## src/design/pmrc_pkg.sv

```systemverilog
// ----------------------------------------------------------------------------
// Power monitor reading conversion: package
// Shared types, register indexes and arithmetic constants.
// ----------------------------------------------------------------------------
package pmrc_pkg;

    // Register indexes (byte address = 4 * index)
    localparam logic [2:0] REG_SHUNT_MILLIOHMS  = 3'd0;
    localparam logic [2:0] REG_ZERO_BAND        = 3'd1;
    localparam logic [2:0] REG_SUBTRACT_DROP    = 3'd2;
    localparam logic [2:0] REG_ALARM_ENABLE     = 3'd3;
    localparam logic [2:0] REG_ALARM_MILLIWATTS = 3'd4;

    // Reset values
    localparam logic [15:0] SHUNT_RESET = 16'd100;

    // Field widths
    localparam int SHUNT_W = 16;
    localparam int BUS_W   = 15;
    localparam int UVOLT_W = 22;
    localparam int QUO_W   = 27;
    localparam int CUR_W   = 28;
    localparam int EXP_W   = 5;

    // Serial divider iterations, one quotient bit each
    localparam int DIV_STEPS = QUO_W;

    // Scaling and normalization constants
    localparam logic [QUO_W-1:0] CUR_SCALE  = 27'd2500;  // 25 * 100
    localparam logic [31:0]      RECIP10    = 32'hCCCC_CCCD; // 2^35 / 10, rounded up
    localparam int               RECIP_SH   = 35;
    localparam logic [QUO_W-1:0] NORM_LIMIT = 27'd10000;

    // Power exponent starts at -6 + -5; milliwatt exponent is -3
    localparam logic signed [EXP_W-1:0] EXP_BASE  = -5'sd11;
    localparam logic [3:0]              MW_SHIFT  = 4'd8;

    typedef struct packed {
        logic [15:0] shunt_milliohms;
        logic [14:0] zero_band;
        logic        subtract_drop;
        logic        alarm_enable;
        logic [21:0] alarm_milliwatts;
    } cfg_t;

    typedef struct packed {
        logic busy;
        logic done;
    } div_status_t;

    typedef enum logic [2:0] {
        ST_IDLE,
        ST_DIV,
        ST_NORM_I,
        ST_NORM_U,
        ST_PROD,
        ST_ALARM,
        ST_DONE
    } state_t;

endpackage

```

## src/design/pmrc_cfg.sv

```systemverilog
// ----------------------------------------------------------------------------
// Power monitor reading conversion: configuration registers
// APB-style register file; writes in the access phase, reads are direct.
// ----------------------------------------------------------------------------
module pmrc_cfg (
    input  logic               aclk,
    input  logic               aresetn,
    input  logic               psel,
    input  logic               penable,
    input  logic               pwrite,
    input  logic [4:0]         paddr,
    input  logic [31:0]        pwdata,
    output logic [31:0]        prdata,
    output logic               pready,
    output pmrc_pkg::cfg_t     cfg
);
    import pmrc_pkg::*;

    cfg_t       cfg_reg;
    cfg_t       cfg_next;
    logic [2:0] idx;
    logic       wr_en;

    assign pready = 1'b1;
    assign idx    = paddr[4:2];
    assign wr_en  = psel && penable && pwrite && pready;
    assign cfg    = cfg_reg;

    // Decode the write word into the addressed register
    always_comb begin
        cfg_next = cfg_reg;
        if (wr_en) begin
            case (idx)
                REG_SHUNT_MILLIOHMS:  cfg_next.shunt_milliohms  = pwdata[15:0];
                REG_ZERO_BAND:        cfg_next.zero_band        = pwdata[14:0];
                REG_SUBTRACT_DROP:    cfg_next.subtract_drop    = pwdata[0];
                REG_ALARM_ENABLE:     cfg_next.alarm_enable     = pwdata[0];
                REG_ALARM_MILLIWATTS: cfg_next.alarm_milliwatts = pwdata[21:0];
                default: ;
            endcase
        end
    end

    always_ff @(posedge aclk) begin
        if (!aresetn) begin
            cfg_reg.shunt_milliohms  <= SHUNT_RESET;
            cfg_reg.zero_band        <= '0;
            cfg_reg.subtract_drop    <= 1'b0;
            cfg_reg.alarm_enable     <= 1'b0;
            cfg_reg.alarm_milliwatts <= '0;
        end else begin
            cfg_reg <= cfg_next;
        end
    end

    // Read back the addressed register
    always_comb begin
        case (idx)
            REG_SHUNT_MILLIOHMS:  prdata = {16'd0, cfg_reg.shunt_milliohms};
            REG_ZERO_BAND:        prdata = {17'd0, cfg_reg.zero_band};
            REG_SUBTRACT_DROP:    prdata = {31'd0, cfg_reg.subtract_drop};
            REG_ALARM_ENABLE:     prdata = {31'd0, cfg_reg.alarm_enable};
            REG_ALARM_MILLIWATTS: prdata = {10'd0, cfg_reg.alarm_milliwatts};
            default:              prdata = 32'd0;
        endcase
    end

endmodule

```

## src/design/pmrc_div.sv

```systemverilog
// ----------------------------------------------------------------------------
// Power monitor reading conversion: serial divider
// Restoring unsigned division, one quotient bit per cycle.
// ----------------------------------------------------------------------------
module pmrc_div (
    input  logic                        aclk,
    input  logic                        aresetn,
    input  logic                        start,
    input  logic [pmrc_pkg::QUO_W-1:0]  dividend,
    input  logic [15:0]                 divisor,
    output logic [pmrc_pkg::QUO_W-1:0]  quotient,
    output pmrc_pkg::div_status_t       status
);
    import pmrc_pkg::*;

    logic [QUO_W-1:0] quo_reg, quo_next;
    logic [15:0]      rem_reg, rem_next;
    logic [15:0]      dvs_reg, dvs_next;
    logic [4:0]       cnt_reg, cnt_next;
    logic             busy_reg, busy_next;
    logic             done_reg, done_next;
    logic [16:0]      rem_shift;
    logic [16:0]      diff;
    logic             fits;

    // Trial subtraction of the divisor from the shifted remainder
    assign rem_shift = {rem_reg, quo_reg[QUO_W-1]};
    assign diff      = rem_shift - {1'b0, dvs_reg};
    assign fits      = rem_shift >= {1'b0, dvs_reg};

    always_comb begin
        quo_next  = quo_reg;
        rem_next  = rem_reg;
        dvs_next  = dvs_reg;
        cnt_next  = cnt_reg;
        busy_next = busy_reg;
        done_next = 1'b0;
        if (start) begin
            quo_next  = dividend;
            rem_next  = '0;
            dvs_next  = divisor;
            cnt_next  = '0;
            busy_next = 1'b1;
        end else if (busy_reg) begin
            quo_next = {quo_reg[QUO_W-2:0], fits};
            rem_next = fits ? diff[15:0] : rem_shift[15:0];
            cnt_next = cnt_reg + 5'd1;
            if (cnt_reg == 5'(DIV_STEPS - 1)) begin
                busy_next = 1'b0;
                done_next = 1'b1;
            end
        end
    end

    always_ff @(posedge aclk) begin
        if (!aresetn) begin
            busy_reg <= 1'b0;
            done_reg <= 1'b0;
            cnt_reg  <= '0;
        end else begin
            busy_reg <= busy_next;
            done_reg <= done_next;
            cnt_reg  <= cnt_next;
        end
    end

    always_ff @(posedge aclk) begin
        quo_reg <= quo_next;
        rem_reg <= rem_next;
        dvs_reg <= dvs_next;
    end

    assign quotient    = quo_reg;
    assign status.busy = busy_reg;
    assign status.done = done_reg;

endmodule

```

## src/design/pmrc_mul.sv

```systemverilog
// ----------------------------------------------------------------------------
// Power monitor reading conversion: shared multiplier
// One 32x32 unsigned multiplier, used for divide-by-ten and the power product.
// ----------------------------------------------------------------------------
module pmrc_mul (
    input  logic [31:0] op_a,
    input  logic [31:0] op_b,
    output logic [63:0] prod
);
    // Full-width product; the caller registers the slice it needs
    assign prod = {32'd0, op_a} * {32'd0, op_b};

endmodule

```

## src/design/power_monitor_reading_conversion_top.sv

```systemverilog
// ----------------------------------------------------------------------------
// Power monitor reading conversion: top level
// Most of the time from input word to result word goes to the serial divider
// for the current; after it the shared multiplier takes each divide-by-ten, the
// product and each alarm scale step in turn. s_tready is high only in the idle
// state, so a new word is taken only once the last result word is registered.
// Reset: aresetn synchronous, active low; control registers take their reset values.
// ----------------------------------------------------------------------------
module power_monitor_reading_conversion_top (
    input  logic        aclk,
    input  logic        aresetn,
    // Input stream
    input  logic        s_tvalid,
    output logic        s_tready,
    input  logic [31:0] s_tdata,   // [15:0] shunt_code, [30:16] bus_code, [31] zero
    // Result stream
    output logic        m_tvalid,
    input  logic        m_tready,
    output logic [87:0] m_tdata,   // [21:0] bus_centimv, [49:22] current_microamps,
                                   // [77:50] power_mantissa, [82:78] power_exponent,
                                   // [83] alarm_flag, [87:84] zero
    // Configuration
    input  logic        psel,
    input  logic        penable,
    input  logic        pwrite,
    input  logic [4:0]  paddr,
    input  logic [31:0] pwdata,
    output logic [31:0] prdata,
    output logic        pready
);
    import pmrc_pkg::*;

    cfg_t              cfg;
    div_status_t       div_sts;
    logic [QUO_W-1:0]  quotient;

    state_t            state_reg, state_next;
    logic              neg_reg, neg_next;
    logic [UVOLT_W-1:0] bus_reg, bus_next;
    logic [UVOLT_W-1:0] umag_reg, umag_next;
    logic [QUO_W-1:0]  imag_reg, imag_next;
    logic [CUR_W-1:0]  cur_reg, cur_next;
    logic [QUO_W-1:0]  prod_reg, prod_next;
    logic [QUO_W-1:0]  lhs_reg, lhs_next;
    logic [3:0]        ncnt_reg, ncnt_next;
    logic [3:0]        acnt_reg, acnt_next;
    logic              m_tvalid_reg, m_tvalid_next;
    logic [87:0]       m_tdata_reg, m_tdata_next;

    logic              s_accept;
    logic [SHUNT_W-1:0] shunt;
    logic [BUS_W-1:0]  bus;
    logic [SHUNT_W-1:0] shunt_abs;
    logic              in_band;
    logic [SHUNT_W-1:0] s_mag;
    logic [13:0]       drop;
    logic [UVOLT_W-1:0] u0;
    logic [UVOLT_W-1:0] u_in;
    logic [QUO_W-1:0]  dividend;
    logic [15:0]       divisor;

    logic [31:0]       mul_a, mul_b;
    logic [63:0]       mul_p;
    logic [QUO_W-1:0]  q10;
    logic [CUR_W-1:0]  mant;
    logic [EXP_W-1:0]  pexp;
    logic              alarm;

    pmrc_cfg u_cfg (
        .aclk    (aclk),
        .aresetn (aresetn),
        .psel    (psel),
        .penable (penable),
        .pwrite  (pwrite),
        .paddr   (paddr),
        .pwdata  (pwdata),
        .prdata  (prdata),
        .pready  (pready),
        .cfg     (cfg)
    );

    // Front end: zero band, voltage scaling, optional drop subtraction
    assign s_tready  = (state_reg == ST_IDLE);
    assign s_accept  = s_tvalid && s_tready;
    assign shunt     = s_tdata[15:0];
    assign bus       = s_tdata[30:16];
    assign shunt_abs = shunt[SHUNT_W-1] ? (~shunt + 16'd1) : shunt;
    assign in_band   = shunt_abs <= {1'b0, cfg.zero_band};
    assign s_mag     = in_band ? '0 : shunt_abs;
    assign drop      = s_mag[15:2];
    assign u0        = ({7'd0, bus} << 7) - ({7'd0, bus} << 2) + {7'd0, bus};
    assign u_in      = (cfg.subtract_drop && ({8'd0, drop} < u0)) ? (u0 - {8'd0, drop}) : u0;
    assign dividend  = {11'd0, s_mag} * CUR_SCALE;
    assign divisor   = (cfg.shunt_milliohms == 16'd0) ? 16'd1 : cfg.shunt_milliohms;

    pmrc_div u_div (
        .aclk     (aclk),
        .aresetn  (aresetn),
        .start    (s_accept),
        .dividend (dividend),
        .divisor  (divisor),
        .quotient (quotient),
        .status   (div_sts)
    );

    // Steer the shared multiplier by sequencer state
    always_comb begin
        case (state_reg)
            ST_NORM_U: begin
                mul_a = {10'd0, umag_reg};
                mul_b = RECIP10;
            end
            ST_PROD: begin
                mul_a = {5'd0, imag_reg};
                mul_b = {10'd0, umag_reg};
            end
            ST_ALARM: begin
                mul_a = {5'd0, lhs_reg};
                mul_b = RECIP10;
            end
            default: begin
                mul_a = {5'd0, imag_reg};
                mul_b = RECIP10;
            end
        endcase
    end

    pmrc_mul u_mul (
        .op_a (mul_a),
        .op_b (mul_b),
        .prod (mul_p)
    );

    assign q10   = mul_p[RECIP_SH+QUO_W-1:RECIP_SH];
    assign mant  = neg_reg ? (~{1'b0, prod_reg} + 28'd1) : {1'b0, prod_reg};
    assign pexp  = EXP_BASE + {1'b0, ncnt_reg};
    assign alarm = cfg.alarm_enable && (lhs_reg >= {5'd0, cfg.alarm_milliwatts});

    // Sequencer: divide, normalize both mantissas, multiply, scale for alarm
    always_comb begin
        state_next    = state_reg;
        neg_next      = neg_reg;
        bus_next      = bus_reg;
        umag_next     = umag_reg;
        imag_next     = imag_reg;
        cur_next      = cur_reg;
        prod_next     = prod_reg;
        lhs_next      = lhs_reg;
        ncnt_next     = ncnt_reg;
        acnt_next     = acnt_reg;
        m_tdata_next  = m_tdata_reg;
        m_tvalid_next = m_tvalid_reg && !m_tready;
        case (state_reg)
            ST_IDLE: begin
                if (s_accept) begin
                    neg_next   = shunt[SHUNT_W-1] && !in_band;
                    bus_next   = u_in;
                    umag_next  = u_in;
                    ncnt_next  = '0;
                    state_next = ST_DIV;
                end
            end
            ST_DIV: begin
                if (div_sts.done) begin
                    imag_next  = quotient;
                    cur_next   = neg_reg ? (~{1'b0, quotient} + 28'd1) : {1'b0, quotient};
                    state_next = ST_NORM_I;
                end
            end
            ST_NORM_I: begin
                if (imag_reg > NORM_LIMIT) begin
                    imag_next = q10;
                    ncnt_next = ncnt_reg + 4'd1;
                end else begin
                    state_next = ST_NORM_U;
                end
            end
            ST_NORM_U: begin
                if (umag_reg > NORM_LIMIT[UVOLT_W-1:0]) begin
                    umag_next = q10[UVOLT_W-1:0];
                    ncnt_next = ncnt_reg + 4'd1;
                end else begin
                    state_next = ST_PROD;
                end
            end
            ST_PROD: begin
                prod_next  = mul_p[QUO_W-1:0];
                lhs_next   = mul_p[QUO_W-1:0];
                acnt_next  = MW_SHIFT - ncnt_reg;
                state_next = ST_ALARM;
            end
            ST_ALARM: begin
                // floor(p / 10^k) >= threshold exactly when p >= threshold * 10^k
                if (cfg.alarm_enable && (acnt_reg != 4'd0)) begin
                    lhs_next  = q10;
                    acnt_next = acnt_reg - 4'd1;
                end else begin
                    state_next = ST_DONE;
                end
            end
            ST_DONE: begin
                if (!m_tvalid_reg || m_tready) begin
                    m_tdata_next  = {4'd0, alarm, pexp, mant, cur_reg, bus_reg};
                    m_tvalid_next = 1'b1;
                    state_next    = ST_IDLE;
                end
            end
            default: state_next = ST_IDLE;
        endcase
    end

    always_ff @(posedge aclk) begin
        if (!aresetn) begin
            state_reg    <= ST_IDLE;
            m_tvalid_reg <= 1'b0;
        end else begin
            state_reg    <= state_next;
            m_tvalid_reg <= m_tvalid_next;
        end
    end

    always_ff @(posedge aclk) begin
        neg_reg     <= neg_next;
        bus_reg     <= bus_next;
        umag_reg    <= umag_next;
        imag_reg    <= imag_next;
        cur_reg     <= cur_next;
        prod_reg    <= prod_next;
        lhs_reg     <= lhs_next;
        ncnt_reg    <= ncnt_next;
        acnt_reg    <= acnt_next;
        m_tdata_reg <= m_tdata_next;
    end

    assign m_tvalid = m_tvalid_reg;
    assign m_tdata  = m_tdata_reg;

endmodule

```

## config.mk

```make
export PLATFORM = sky130hd
export DESIGN_NAME = power_monitor_reading_conversion_top
export DESIGN_NICKNAME = d
export VERILOG_FILES = /design/src/design/pmrc_pkg.sv /design/src/design/pmrc_cfg.sv /design/src/design/pmrc_div.sv /design/src/design/pmrc_mul.sv /design/src/design/power_monitor_reading_conversion_top.sv
export SDC_FILE = /design/constraint.sdc
export NUM_CORES = 2
export LEC_CHECK = 0
export BUFFER_PORTS_ARGS = -buffer_cell sky130_fd_sc_hd__buf_2
export CAP_MARGIN = 20
export CORE_ASPECT_RATIO = 1.4
export CORE_UTILIZATION = 29
export CTS_CLUSTER_DIAMETER = 50
export DETAILED_ROUTE_END_ITERATION = 16
export GPL_TIMING_DRIVEN = 1
export SLEW_MARGIN = 5
export SYNTH_ARGS = -nofsm -noshare
export SYNTH_HDL_FRONTEND = slang
export SYNTH_SLANG_ARGS = --single-unit
```

## constraint.sdc

```tcl
create_clock -name aclk -period 12.06 [get_ports aclk]
set_input_delay 0.603 -clock aclk [delete_from_list [all_inputs] [get_ports aclk]]
set_output_delay 0.603 -clock aclk [all_outputs]
set_load 0.05 [all_outputs]
```

==> out/results.ini <==
[synth]
ys_warn_count = 0
synthFlopType = edfxtp_1
synth.distinct_cells = 84
synth.yosys.seq_area_share_pct = 22.2
synth_xor_area_share_pct = 3.47
synth_seq_cells = 371
synth.avg_cell_area_um2 = 9.23
synth-compound-area-share_pct = 9.79
syn_inst = 5030
yosys.area_share.simple_pct = 13.4
synth_mux_area_share_pct = 1.19
async_flop_share_pct = 0
synth_top_family_by_area = adder cells
synthesis.area_mm2 = 0.0464
synth_edf_count = 287
synthAdderAreaFrac_pct = 39.9

[routing]
drtAntennaViolNets = 0
num_vias = 35900
vias_per_cell = 4.94
routed_wl_um = 155000
dr.pass1.iters = 6
wl_per_cell_um = 21.4
first_iter_violations = 2282
drc = 0

[setup_path]
slowest_stage = a21oi_4
cp_top_family = adder cells
cp_data_required_time_ns = 12.40
crit_fanout = 28
reg2reg_to = lhs_reg[22]
reg2reg_depth = 28
reg2reg_slack_ns = 1.55
max_stage_delay_ns = 0.71
crit_path_frequent_cell = fa_1
r2r_start = state_reg[1]
end_kind = register
crit_buf_inv = 6
cp-start-kind = register
cp.arrival_ns = 10.85
worstSetupPathType = register to register
startpoint = state_reg[1]

[floorplanning]
ios = 199
dieHeight_um = 476
die_area_mm2 = 0.162
start_util_pct = 29.2
rows = 173
fp.dieW_um = 340
core-area_mm2 = 0.159

[cts]
postCtsHoldBufs = 0
clock_sinks = 371
post_cts_buffers = 0
cts_tree = yes
clkTransAtPathRegs_ns = 0.08
htreeDepth = 2
ctsResizeCount = 0
clock_latency_ns = 0.60
numCtsBuffers = 38
clock-root-buffer = clkbuf_16
ctsLongestPathBuffers = 3

[sta]
fin_crit_ns = 10.51
setup_viol_count_final = 0
worst-slew-pin-transition_ns = 1.16
finClkSkew_ns = 0.0413
hold_viol = 0
maxSlewViolCount = 0
rsz0062_at_grt = false
relSlewSlack_pct = 21.7
fin_crit_sh_pct = 87.1
fmax_ghz = 0.0952
setup_tns_ns = 0

[final_layout]
multiInputGateArea_mm2 = 0.0317
instances_no_fill = 7265
drive_gt1_share_pct = 8.08
nNetsFinal = 6284
regArea_mm2 = 0.0103
fillers = 16700
utilization_pct = 32.4
areaGrowthSynthToFinish_pct = 10.7
largest_reg_flops = 84

[worst_hold_path]
hp-start = pwdata[16]
hold_end = u_cfg.cfg[16]
hp-class = primary input to register
whs_path_depth = 3

[placed_design]
numPortBuffers = 170
dpl.hpwl_um = 129000
place_inst = 7189
gp_congestion = 0.981

[global_route]
grt_pass1_wl_um = 235000
antenna_found_initial = 4
grt_max_degree = 77
grt_usage_pct = 19.4
grt-ovfl-total = 0
grt_pass1_vias = 37700

[outcome]
status = finished clean

[job]
cap_violations = 0

-- placed cells by master (no fill, tap or decap), drive strengths merged, types with 49 or more instances in the layout --
master	instances
inv	996
fa	677
nand2	658
nor2	434
ha	399
edfxtp	287
buf	272
o21ai	172
a21oi	163
xnor2	122
dfxtp	84
xor2	61
a21boi	54
a21o	49
nand3	49
-- cells by family after synthesis --
family | after synthesis
other | 2
flip-flops | 371
adder cells (fa/ha/maj) | 1076
buffers and inverters | 1218
AO/OA/AOI/OAI | 690
XOR/XNOR | 183
multiplexers | 52
AND/OR/NAND/NOR | 1438
-- worst max path at each step --
stage | to | slack (ns) | cells after the start
after floorplan | imag_reg[19] | 3.04 | 28
after global placement | lhs_reg[22] | 1.70 | 28
after detailed placement | lhs_reg[22] | 1.65 | 28
after CTS | lhs_reg[22] | 1.60 | 28
after global routing | umag_reg[18] | 1.16 | 28
final | lhs_reg[22] | 1.55 | 28
-- Yosys cell counts, types with 15 or more instances --
cell type / instances / share of area, %
a21boi_0: 53 / 0.86
a21o_1: 49 / 0.79
a21oi_1: 162 / 1.7
a221oi_1: 15 / 0.28
a31oi_1: 19 / 0.26
and2_1: 36 / 0.48
and3_1: 24 / 0.32
buf_4: 16 / 0.26
clkbuf_1: 191 / 1.5
dfxtp_1: 84 / 3.6
edfxtp_1: 287 / 19
fa_1: 677 / 29
ha_1: 399 / 11
inv_1: 993 / 8.0
mux2_2: 15 / 0.36
mux2i_1: 36 / 0.78
nand2_1: 658 / 5.3
nand2b_1: 47 / 0.63
nand3_1: 49 / 0.53
nand4_1: 35 / 0.47
nor2_1: 434 / 3.5
nor2b_1: 24 / 0.32
nor3_1: 37 / 0.40
nor4_1: 20 / 0.27
o211ai_1: 17 / 0.27
o21a_1: 35 / 0.57
o21ai_0: 166 / 1.8
o21bai_1: 17 / 0.27
o31ai_1: 31 / 0.50
or2_2: 18 / 0.24
xnor2_1: 121 / 2.3
xor2_1: 61 / 1.2
-- metal layers --
metal,vias up,track usage [%],wire length (um)
li1,16200,-,-
met1,18100,21.5,56800
met2,1245,34.8,78500
met3,389,2.13,7920
met4,0,12.9,12200
met5,-,0,0
-- area by class of cell --
cell class              instances  area share [%]
clock inverters                29           0.771
repair buffers                272            3.21
multi-input cells            3454            61.7
inverters                     995            7.26
well taps                    2100            5.11
clock buffers                  41            1.89
flip-flops and latches        371            20.0
diodes                          3          0.0146
-- through the flow --
stage	hold WS, ns	worst slack, ns	area [um2]
5_1_grt	0.266	1.16	51400
3_3_place_gp	0.406	1.70	50000
6_report	0.264	1.55	51400
2_1_floorplan	0.400	3.04	46500
4_1_cts	0.230	1.60	51400
3_5_place_dp	0.407	1.65	50000
-- worst register-to-register path: cells and delay by family (launching register included) --
family,cells,cell delay [ns]
buf+inv,6,0.81
fa+ha+maj,8,4.07
flops,1,0.67
compound gates,7,2.41
simple gates,6,1.92
xor+xnor,1,0.37
Power is not shown: default switching activity piles up to over one toggle a cycle in this logic, so the estimate is an artifact.
